$ cat config.mk
export PLATFORM = sky130hd
export DESIGN_NAME = signal_change_event_recorder
export DESIGN_NICKNAME = d
export VERILOG_FILES = /design/src/hw/rtl/scer_pkg.sv /design/src/hw/rtl/signal_change_event_recorder.sv
export SDC_FILE = /design/constraint.sdc
export NUM_CORES = 2
export LEC_CHECK = 0
export BUFFER_PORTS_ARGS = -buffer_cell sky130_fd_sc_hd__buf_4
export CAP_MARGIN = 40
export CORE_MARGIN = 2
export CORE_UTILIZATION = 30
export CTS_CLUSTER_DIAMETER = 150
export CTS_CLUSTER_SIZE = 12
export DETAILED_ROUTE_END_ITERATION = 12
export PLACE_DENSITY = 0.45
export SLEW_MARGIN = 0
export SYNTH_ARGS = -nofsm -noshare
export SYNTH_HDL_FRONTEND = slang
export SYNTH_SLANG_ARGS = --single-unit
$ cat constraint.sdc
create_clock -name clk -period 14.5 [get_ports clk]
set_input_delay 2.9 -clock clk [delete_from_list [all_inputs] [get_ports clk]]
set_output_delay 2.9 -clock clk [all_outputs]
set_load 0.05 [all_outputs]
$ cat src/hw/rtl/scer_pkg.sv
// Types and constants of the signal change event recorder.
`timescale 1ns / 1ps

package scer_pkg;

  localparam int NUM_SIGNALS = 32;
  localparam int EVENT_DEPTH = 64;
  localparam int TICK_WIDTH  = 32;

  localparam int VAL_W  = 32;                       // width of a value vector
  localparam int SIG_W  = 5;                        // signal index width
  localparam int IDX_W  = 6;                        // read_index width
  localparam int OTICK_W = 32;                      // event_tick width
  localparam int ADDR_W = (EVENT_DEPTH > 1) ? $clog2(EVENT_DEPTH) : 1;
  localparam int CNT_W  = 7;                        // events_stored / events_taken width

  typedef enum logic [2:0] {
    ACT_SCAN  = 3'd0,
    ACT_POP   = 3'd1,
    ACT_READ  = 3'd2,
    ACT_CLEAR = 3'd3,
    ACT_START = 3'd4,
    ACT_STOP  = 3'd5
  } action_t;

  typedef enum logic [1:0] {
    ST_IDLE,
    ST_EXEC,
    ST_SCAN,
    ST_FINISH
  } state_t;

  typedef struct packed {
    logic [2:0]       action;
    logic [VAL_W-1:0] current_values;
    logic [VAL_W-1:0] previous_values;
    logic [31:0]      change_tick;
    logic [IDX_W-1:0] read_index;
  } in_word_t;

  typedef struct packed {
    logic               event_valid;
    logic [SIG_W-1:0]   event_signal;
    logic [OTICK_W-1:0] event_tick;
    logic               event_value;
    logic [CNT_W-1:0]   events_stored;
    logic [CNT_W-1:0]   events_taken;
    logic               overflow;
    logic               running;
  } out_word_t;

  typedef struct packed {
    logic [SIG_W-1:0]      signal;
    logic [TICK_WIDTH-1:0] tick;
    logic                  value;
  } entry_t;

endpackage

$ cat src/hw/rtl/signal_change_event_recorder.sv
// Top level of the signal change event recorder.
`timescale 1ns / 1ps

// Signal change event recorder. Give a word on in_data with start high; it is
// taken when busy is low. Every word, of any action, returns exactly one status
// word on out_data, marked by out_strobe for a single cycle; the receiver
// cannot stall it, so it must capture out_data whenever out_strobe is high.
// The strobe cycle is also the first idle cycle, so the next word may be taken
// at the end of it. Pop, read-at, clear, start, stop, unused codes and a scan
// while stopped pass through EXEC and then FINISH, which registers the status
// word and the strobe. A scan while recording passes through EXEC, SCAN and
// FINISH, and in SCAN walks the signals one per cycle through the single write
// port of the event memory; it stops early when the store fills, at the first
// change that does not fit. Pops and reads go through the memory's registered
// read port: the read is issued in EXEC and its data is used in FINISH. The
// event memory needs no clearing: only slots below the stored count are ever
// read, and those were written since the last clear.
module signal_change_event_recorder
  import scer_pkg::*;
(
  input  logic      clk,
  input  logic      rst_n,
  input  logic      start,
  output logic      busy,
  input  in_word_t  in_data,
  output logic      out_strobe,
  output out_word_t out_data
);

  // control state
  state_t           state_r, state_nxt;
  logic [CNT_W-1:0] wc_r, wc_nxt;     // events stored
  logic [CNT_W-1:0] rc_r, rc_nxt;     // events popped
  logic             run_r, run_nxt;   // recording enabled
  logic             strobe_r;

  // working registers
  in_word_t         item_r;
  logic [SIG_W-1:0] bit_r, bit_nxt;   // signal under scan
  logic             ovf_r, ovf_nxt;
  logic             ev_valid_r, ev_valid_nxt;
  out_word_t        out_r, out_nxt;

  // event memory, one write and one registered read port
  entry_t           mem [EVENT_DEPTH];
  entry_t           rd_data_r;
  entry_t           wr_entry;
  logic             mem_we;
  logic             mem_re;
  logic [ADDR_W-1:0] rd_addr;
  logic             finish;

  // scan decode
  logic [VAL_W-1:0] diff;
  logic             changed;
  logic             full;
  logic             last_bit;
  logic             do_fetch;

  assign diff     = item_r.current_values ^ item_r.previous_values;
  assign changed  = diff[bit_r];
  assign full     = (wc_r >= CNT_W'(EVENT_DEPTH));
  assign last_bit = (bit_r == SIG_W'(NUM_SIGNALS - 1));

  // pop or read-at that hits a stored slot
  always_comb begin
    do_fetch = 1'b0;
    unique case (item_r.action)
      ACT_POP:  do_fetch = (rc_r < wc_r);
      ACT_READ: do_fetch = (CNT_W'(item_r.read_index) < wc_r);
      default:  do_fetch = 1'b0;
    endcase
  end

  // next state
  always_comb begin
    state_nxt = state_r;
    unique case (state_r)
      ST_IDLE: begin
        if (start) state_nxt = ST_EXEC;
      end
      ST_EXEC: begin
        if ((item_r.action == ACT_SCAN) && run_r) state_nxt = ST_SCAN;
        else state_nxt = ST_FINISH;
      end
      ST_SCAN: begin
        if ((changed && full) || last_bit) state_nxt = ST_FINISH;
      end
      ST_FINISH: begin
        state_nxt = ST_IDLE;
      end
      default: state_nxt = ST_IDLE;
    endcase
  end

  // state outputs: handshake and memory strobes
  always_comb begin
    busy    = 1'b1;
    mem_we  = 1'b0;
    mem_re  = 1'b0;
    finish  = 1'b0;
    rd_addr = rc_r[ADDR_W-1:0];
    unique case (state_r)
      ST_IDLE: busy = 1'b0;
      ST_EXEC: begin
        mem_re = do_fetch;
        if (item_r.action == ACT_READ) rd_addr = item_r.read_index[ADDR_W-1:0];
      end
      ST_SCAN:   mem_we = changed && !full;
      ST_FINISH: finish = 1'b1;
      default:   busy = 1'b1;
    endcase
  end

  assign wr_entry.signal = bit_r;
  assign wr_entry.tick   = item_r.change_tick[TICK_WIDTH-1:0];
  assign wr_entry.value  = item_r.current_values[bit_r];

  // datapath next values
  always_comb begin
    wc_nxt       = wc_r;
    rc_nxt       = rc_r;
    run_nxt      = run_r;
    bit_nxt      = bit_r;
    ovf_nxt      = ovf_r;
    ev_valid_nxt = ev_valid_r;
    out_nxt      = out_r;

    if (state_r == ST_EXEC) begin
      bit_nxt      = '0;
      ovf_nxt      = 1'b0;
      ev_valid_nxt = do_fetch;
      unique case (item_r.action)
        ACT_POP:   if (do_fetch) rc_nxt = rc_r + 1'b1;
        ACT_CLEAR: begin
          wc_nxt  = '0;
          rc_nxt  = '0;
          run_nxt = 1'b0;
        end
        ACT_START: run_nxt = 1'b1;
        ACT_STOP:  run_nxt = 1'b0;
        default:   run_nxt = run_r;
      endcase
    end

    if (state_r == ST_SCAN) begin
      if (mem_we) wc_nxt = wc_r + 1'b1;
      if (changed && full) ovf_nxt = 1'b1;
      if (!last_bit) bit_nxt = bit_r + 1'b1;
    end

    if (finish) begin
      out_nxt.event_valid   = ev_valid_r;
      out_nxt.event_signal  = ev_valid_r ? rd_data_r.signal : '0;
      out_nxt.event_tick    = ev_valid_r ? OTICK_W'(rd_data_r.tick) : '0;
      out_nxt.event_value   = ev_valid_r & rd_data_r.value;
      out_nxt.events_stored = wc_r;
      out_nxt.events_taken  = rc_r;
      out_nxt.overflow      = ovf_r;
      out_nxt.running       = run_r;
    end
  end

  always_ff @(posedge clk) begin
    if (!rst_n) begin
      state_r  <= ST_IDLE;
      wc_r     <= '0;
      rc_r     <= '0;
      run_r    <= 1'b0;
      strobe_r <= 1'b0;
    end else begin
      state_r  <= state_nxt;
      wc_r     <= wc_nxt;
      rc_r     <= rc_nxt;
      run_r    <= run_nxt;
      strobe_r <= finish;
    end
  end

  always_ff @(posedge clk) begin
    if ((state_r == ST_IDLE) && start) item_r <= in_data;
    bit_r      <= bit_nxt;
    ovf_r      <= ovf_nxt;
    ev_valid_r <= ev_valid_nxt;
    out_r      <= out_nxt;
  end

  // Reads happen only in EXEC and writes only in SCAN, so the same slot is
  // never read and written in one cycle; no forwarding path is needed.
  always_ff @(posedge clk) begin
    if (mem_we) mem[wc_r[ADDR_W-1:0]] <= wr_entry;
    if (mem_re) rd_data_r <= mem[rd_addr];
  end

  assign out_strobe = strobe_r;
  assign out_data   = out_r;

endmodule

# Yosys cells after proc, flatten, opt, wreduce, memory -nomap -nowiden
# Memory sizes are Yosys's and may differ from the RTL's. A register that Yosys moved wholly into a read port is not among the register bits.
# Index checks and enable logic that the tools add are counted.
[word_totals]
elab_cells = 87
output_inout_bits = 57
ff_bits = 185
mem_count = 1
in_bits = 108
ramBits = 2432
[memory_table]
columns = ["memory", "words", "word_bits", "read_ports", "rd_clocked_by_memory_dff", "write_ports", "line_no", "source"]
rows = [
  ["mem", 64, 38, 1, 1, 1, "signal_change_event_recorder.sv:45", "entry_t mem [EVENT_DEPTH];"],
]
[op_classes]
bitwise = 2
addsub = 3
n_reduce_logical = 14
magnitude_cmp = 4
eq_ne = 12
n_mux = 30
[ops]
columns = ["operator", "count"]
rows = [
  ["2-to-1 mux 7 bit", 5],
  ["XOR 32 bit", 1],
  ["2-to-1 mux 5 bit", 3],
  ["adder 7 x 1 -> 7 bit (second input constant)", 2],
  ["case mux 7 bit (2 select lines)", 1],
  ["2-to-1 mux 1 bit", 12],
  ["2-to-1 mux 6 bit", 2],
  ["binary-select mux 1 bit (select 5 bit)", 2],
  ["case mux 2 bit (4 select lines)", 1],
  ["greater-or-equal comparator 7 bit (second input constant)", 1],
  ["< comparator 6 x 7 -> 1 bit", 1],
  ["< comparator 7 bit", 1],
  ["equality test 3 x 2 -> 1 bit (second input constant)", 2],
  ["equality test 3 bit (second input constant)", 2],
  ["< comparator 5 x 6 -> 1 bit (second input constant)", 1],
  ["!= test 2 bit (second input constant)", 3],
  ["adder 5 x 1 -> 5 bit (second input constant)", 1],
  ["equality test 5 bit (second input constant)", 1],
  ["equality test 2 bit (second input constant)", 2],
  ["logical AND 1 bit", 4],
  ["2-to-1 mux 2 bit", 2],
  ["case mux 1 bit (2 select lines)", 2],
  ["AND reduction 2 bit", 2],
  ["nonzero test 2 bit", 2],
  ["9 further kinds", 9],
]

# Logic depth before layout (Yosys ltp)
[depth]
ltp_word = 7
depth_mapped = 17
mapped_depth_nobuf = 9

# Least setup slack after synthesis
# Ideal clock, no wire load.
[synth_timing]
path_kind = "input-to-reg"
startpoint = "in start"
endpoint = "reg item_r[0] (netlist bit), enable pin"
required_time_ns = 14.024
n_path_buf = 0
stages = 1
t_arrival_ns = 5.310
setup_ns = 0.476
slack_ns = 8.715
path_cell_list = "and2_1"
[synth_via]
elab_chain_len = 1
[synth_rtl]
columns = ["item", "line_no", "source"]
rows = [
  ["start: declaration", "signal_change_event_recorder.sv:23", "input logic start,"],
  ["logical AND 1 bit", "signal_change_event_recorder.sv:181", "if ((state_r == ST_IDLE) && start) item_r <= in_data;"],
  ["end signal: assignment", "signal_change_event_recorder.sv:181", ""],
  ["end: declaration", "signal_change_event_recorder.sv:38", "in_word_t item_r;"],
]
# No other way between the ends.
# A chain may end at the register's enable or synchronous reset.

# Worst setup path in the final report
[layout_timing]
startpoint = "reg state_r[1]"
endpoint = "reg, netlist name rd_data_r[1]"
[layout_via]
elab_chain_len = 2
elab_cells_between_ends = 3
classes_between = "eq/ne (1); mux (2)"
[layout_rtl]
columns = ["item", "line_no", "source"]
rows = [
  ["start: declaration", "signal_change_event_recorder.sv:31", "state_t state_r, state_nxt;"],
  ["start signal: assignment", "signal_change_event_recorder.sv:172", "state_r <= state_nxt;"],
  ["equality test 2 x 1 -> 1 bit (*)", "signal_change_event_recorder.sv:103", "unique case (state_r)"],
  ["2-to-1 mux 6 bit or 2-to-1 mux 1 bit (tied branches)", "signal_change_event_recorder.sv:103", ""],
]
# Mark *: on every way between the ends. The rest lies on a longest branch, timed or not.

==> results.md <==
* Cts repair resizes at 0
* ANT nets after route at 0
* Synth Cell Area at 102400 µm²
* WP data required at ~15000 ps
* Worst Hold Class: reg -> reg
* CP Launch Type: flop
* Vias at ~60k
* RR Endpoint: rd_data_r[1]
* Distinct cells, synth at 69
* RSZ-0062 raised after global routing: no
* Initial antenna violation count at 24
* Vias in the first global route at around 59k
* Fin. Hold Viols at 0
* Total Routing Usage GR at 21.63%
* Min-delay src: ovf_r
* Relative slew slack at between 30% and 40%
* Largest net degree at the start of global routing at between 100 and 150
* Setup TNS at 0 ps
* Nets@finish at 6642
* Asr flop ratio synth at 0%
* GR Overflow Total at 0
* Worst Path Class, Setup: reg -> reg
* CTS Hold Bufs at 0
* Initial DRC count at between 8k and 9k
* Data arrival, critical path at 7080 ps
* Cell Pwr Density at about 140 nW/µm²
* Final Cycle Share at between 40 and 50%
* Switching Fraction at between 20% and 30%
* Vias/cell at between 5 and 6
* DP Cell Count at approximately 11k
* Worst hold slack at between 400 and 500 ps
* VDD IR max at 0.00009773 V
* Num rows at roughly 210
* Register area share after synthesis at between 70% and 80%
* Number of synthesized flops with an enable pin at around 2.6k
* Hold path endpoint: out_data[1]
* Crit end category: flop
* Initial Utilization at a little under a third
* H-Tree Depth at 4
* Die Span X at approximately 590 µm
* Die Span Y at 588.2 µm
* Dpl hpwl at 210400 µm
* DRC at 0
* Internal power at 12.35 mW
* Drt total wl at roughly 380000 µm
* First-pass GRT wire length at between 500000 and 600000 µm
* Synthesis-to-layout area growth at 15.17%
* Worst-Skew Late Latency at 940 ps
* Port Buffers at roughly 160
* CTS tree: done
* DR pass1 iterations at 8
* Hold depth at 0
* Switch Pwr at approximately 4.0 mW
* Share of total power in combinational logic at between 10% and 20%
* Post-Layout Cell Count at around 11k
* Root buf cell: clkbuf_16
* DR WL/cell at approximately 35 µm
* Max Root-Sink Buffers at 4
* Total setup buffers inserted after CTS at 0
* Core Footprint at 339800 µm²
* Post-synthesis cell count at ~6.2k
* Die footprint at approximately 350000 µm²
* Min cycle time layout at approximately 6400 ps
* Final setup viols at 0
* R2r worst-path depth at 12
* Yosys reg bits at 2655
* CTS Buf Count at 247
* CTS sink cnt at roughly 2.7k
* Total design power at between 15 and 20 mW
* Final-report max-slew violation count at 0
* Post-synth net total at 6320
* Ys flop type: edfxtp_1
* Reg2Reg Setup Slack at just over 8000 ps
* I/O pin cnt at between 150 and 200
* Final Core Density at between 30% and 40%
* Flop pwr share at about 55%
* Clk pwr share at a little over a third
* Clk slew on worst S/H paths at about 70 ps
* Max Cap Viol at 0
* FF-to-FF Start: state_r[1]
* Layout cell share with drive strength beyond 1 at 14.32%
* Leakage at 38.33 nW
* Critical-path maximum fanout at 86
* Post-synthesis average cell area at ~17 µm²
* Worst Clk Skew at between 50 and 60 ps
* Synth Warn # at 0
* Worst Tran Pin Value at a little over 900 ps
* Gpl congestion at around 0.78
* Max Freq at between 150 and 200 MHz
* Outcome: complete, no violations
[Yosys cell counts, drive strengths merged, types with 6 or more instances]
master   number  share of area, %
dfxtp        24              0.47
or3          15             0.092
a31oi        29              0.18
a2111oi      25              0.23
mux2i       465               4.5
nor3b         7             0.051
nand4        14             0.086
or4          19              0.14
nand3       127              0.62
o32ai        17              0.15
o221ai       70              0.60
edfxtp     2631                77
nand2b       18              0.11
and2         45              0.27
o311ai        9             0.077
o211ai       14              0.10
nand3b        8             0.059
o22ai        99              0.60
a22oi        16              0.12
nand2       872               3.2
o32a          9             0.088
a21oi       422               2.1
mux2         25              0.28
nor2b         6             0.037
a221oi       92              0.79
and3          8             0.049
xnor2        25              0.21
o21ai       196              0.96
xor2          9             0.077
o2111ai       7             0.060
mux4        108               2.4
clkbuf      183              0.67
nor4         55              0.34
buf         190               1.1
ha           21              0.26
a221o        14              0.14
nor3         76              0.37
a211oi       16              0.12
nor2        103              0.38
a32oi        19              0.16
a311oi        7             0.060
a222oi       18              0.18
a211o        11             0.094
inv          16             0.059
[critical path, cell delays in order (launching register included)]
cell,delay [ps]
dfxtp_1,370
inv_1,120
ha_1,400
and4bb_2,880
mux2i_4,670
buf_4,720
buf_12,530
buf_4,720
mux4_2,590
and2_1,170
o221ai_1,150
o311ai_0,220
or3_1,400
[cell families after synthesis]
logic type / after synthesis / share of synthesized area, %
and+or+nand+nor: 1378 / 5.849
muxes: 598 / 7.199
xor gates and xnor gates: 34 / 0.2908
buffers and inverters: 389 / 1.805
adders and majority gates: 21 / 0.2566
AOI/OAI and AO/OA: 1116 / 6.976
DFF: 2655 / 77.62
[flip-flops by register name, indices dropped and copies added (netlist names)]
name and count:
state_r 2, out_data 55, wc_r 7, ev_valid_r 1
mem 2432, bit_r 5, out_strobe 1, rd_data_r 38
ovf_r 1, rc_r 7, run_r 1, item_r 105
[area by class of cell]
cell class | instances | area, µm²
Sequential cell | 2655 | 79500
Clock buffer | 270 | 6277
Inverter | 16 | 60.06
Timing Repair Buffer | 446 | 4412
Antenna cell | 9 | 22.52
Tap cell | 4536 | 5675
Clock inverter | 9 | 90.09
Multi-Input combinational cell | 3147 | 21900
Fill cell | 32093 | 221800
[worst max-delay path by stage]
stage / slack [ps] / start / to
final: 8080 / state_r[1] / rd_data_r[1]
after global routing: 7780 / state_r[1] / rd_data_r[1]
after CTS: 8040 / state_r[1] / rd_data_r[1]
after detailed placement: 8070 / state_r[1] / rd_data_r[1]
after floorplan: 8710 / start / item_r[0]
after global placement: 8070 / state_r[1] / rd_data_r[24]
[power by group through the flow]
| stage | logic [mW] | clock network (mW) | registers (mW) |
|---|---|---|---|
| finish | 1.63 | 5.77 | 8.97 |
| global route | 1.74 | 6.11 | 8.98 |
| CTS | 1.64 | 5.85 | 8.97 |
| detailed placement | 1.64 | 0 | 9.14 |
| global placement | 1.59 | 0 | 9.14 |
| floorplan | 0.682 | 0 | 9.35 |
[through the flow]
| stage | worst slack [ps] | cell area [µm²] |
|---|---|---|
| after floorplan | 8715 | 102400 |
| after global placement | 8068 | 110100 |
| after detailed placement | 8068 | 111500 |
| after CTS | 8038 | 117900 |
| after global routing | 7776 | 117900 |
| final | 8084 | 117900 |
[placed cells by master, fill, tap and decap left out, types with 17 or more instances in the layout]
master / instances
nand3_1: 127
clkbuf_16: 248
a32oi_1: 19
mux2i_1: 453
nor3_1: 76
nor2_4: 66
mux4_2: 108
buf_16: 31
nor2_1: 36
ha_1: 20
a222oi_1: 18
clkbuf_1: 22
o221ai_1: 70
nand2_1: 868
buf_4: 373
and2_1: 44
o32ai_1: 17
dfxtp_1: 19
buf_12: 31
a221oi_1: 92
xnor2_1: 25
o21ai_0: 195
o22ai_1: 99
nand2b_1: 18
a2111oi_0: 22
or4_1: 19
a21oi_1: 419
nor4_1: 55
edfxtp_1: 2631
a31oi_1: 27
[layer usage]
layer	part of all wire, %	vias to the layer above	routed length (µm)	global-route usage (%)
met1	43	32523	166700	30.97
li1	-	24885	-	-
met3	8.1	466	30990	3.618
met2	46	2863	176000	34.18
met5	0.0029	-	11	0
met4	2.5	2	9692	5.281
No activity file was read; power rests on OpenSTA's default activity.
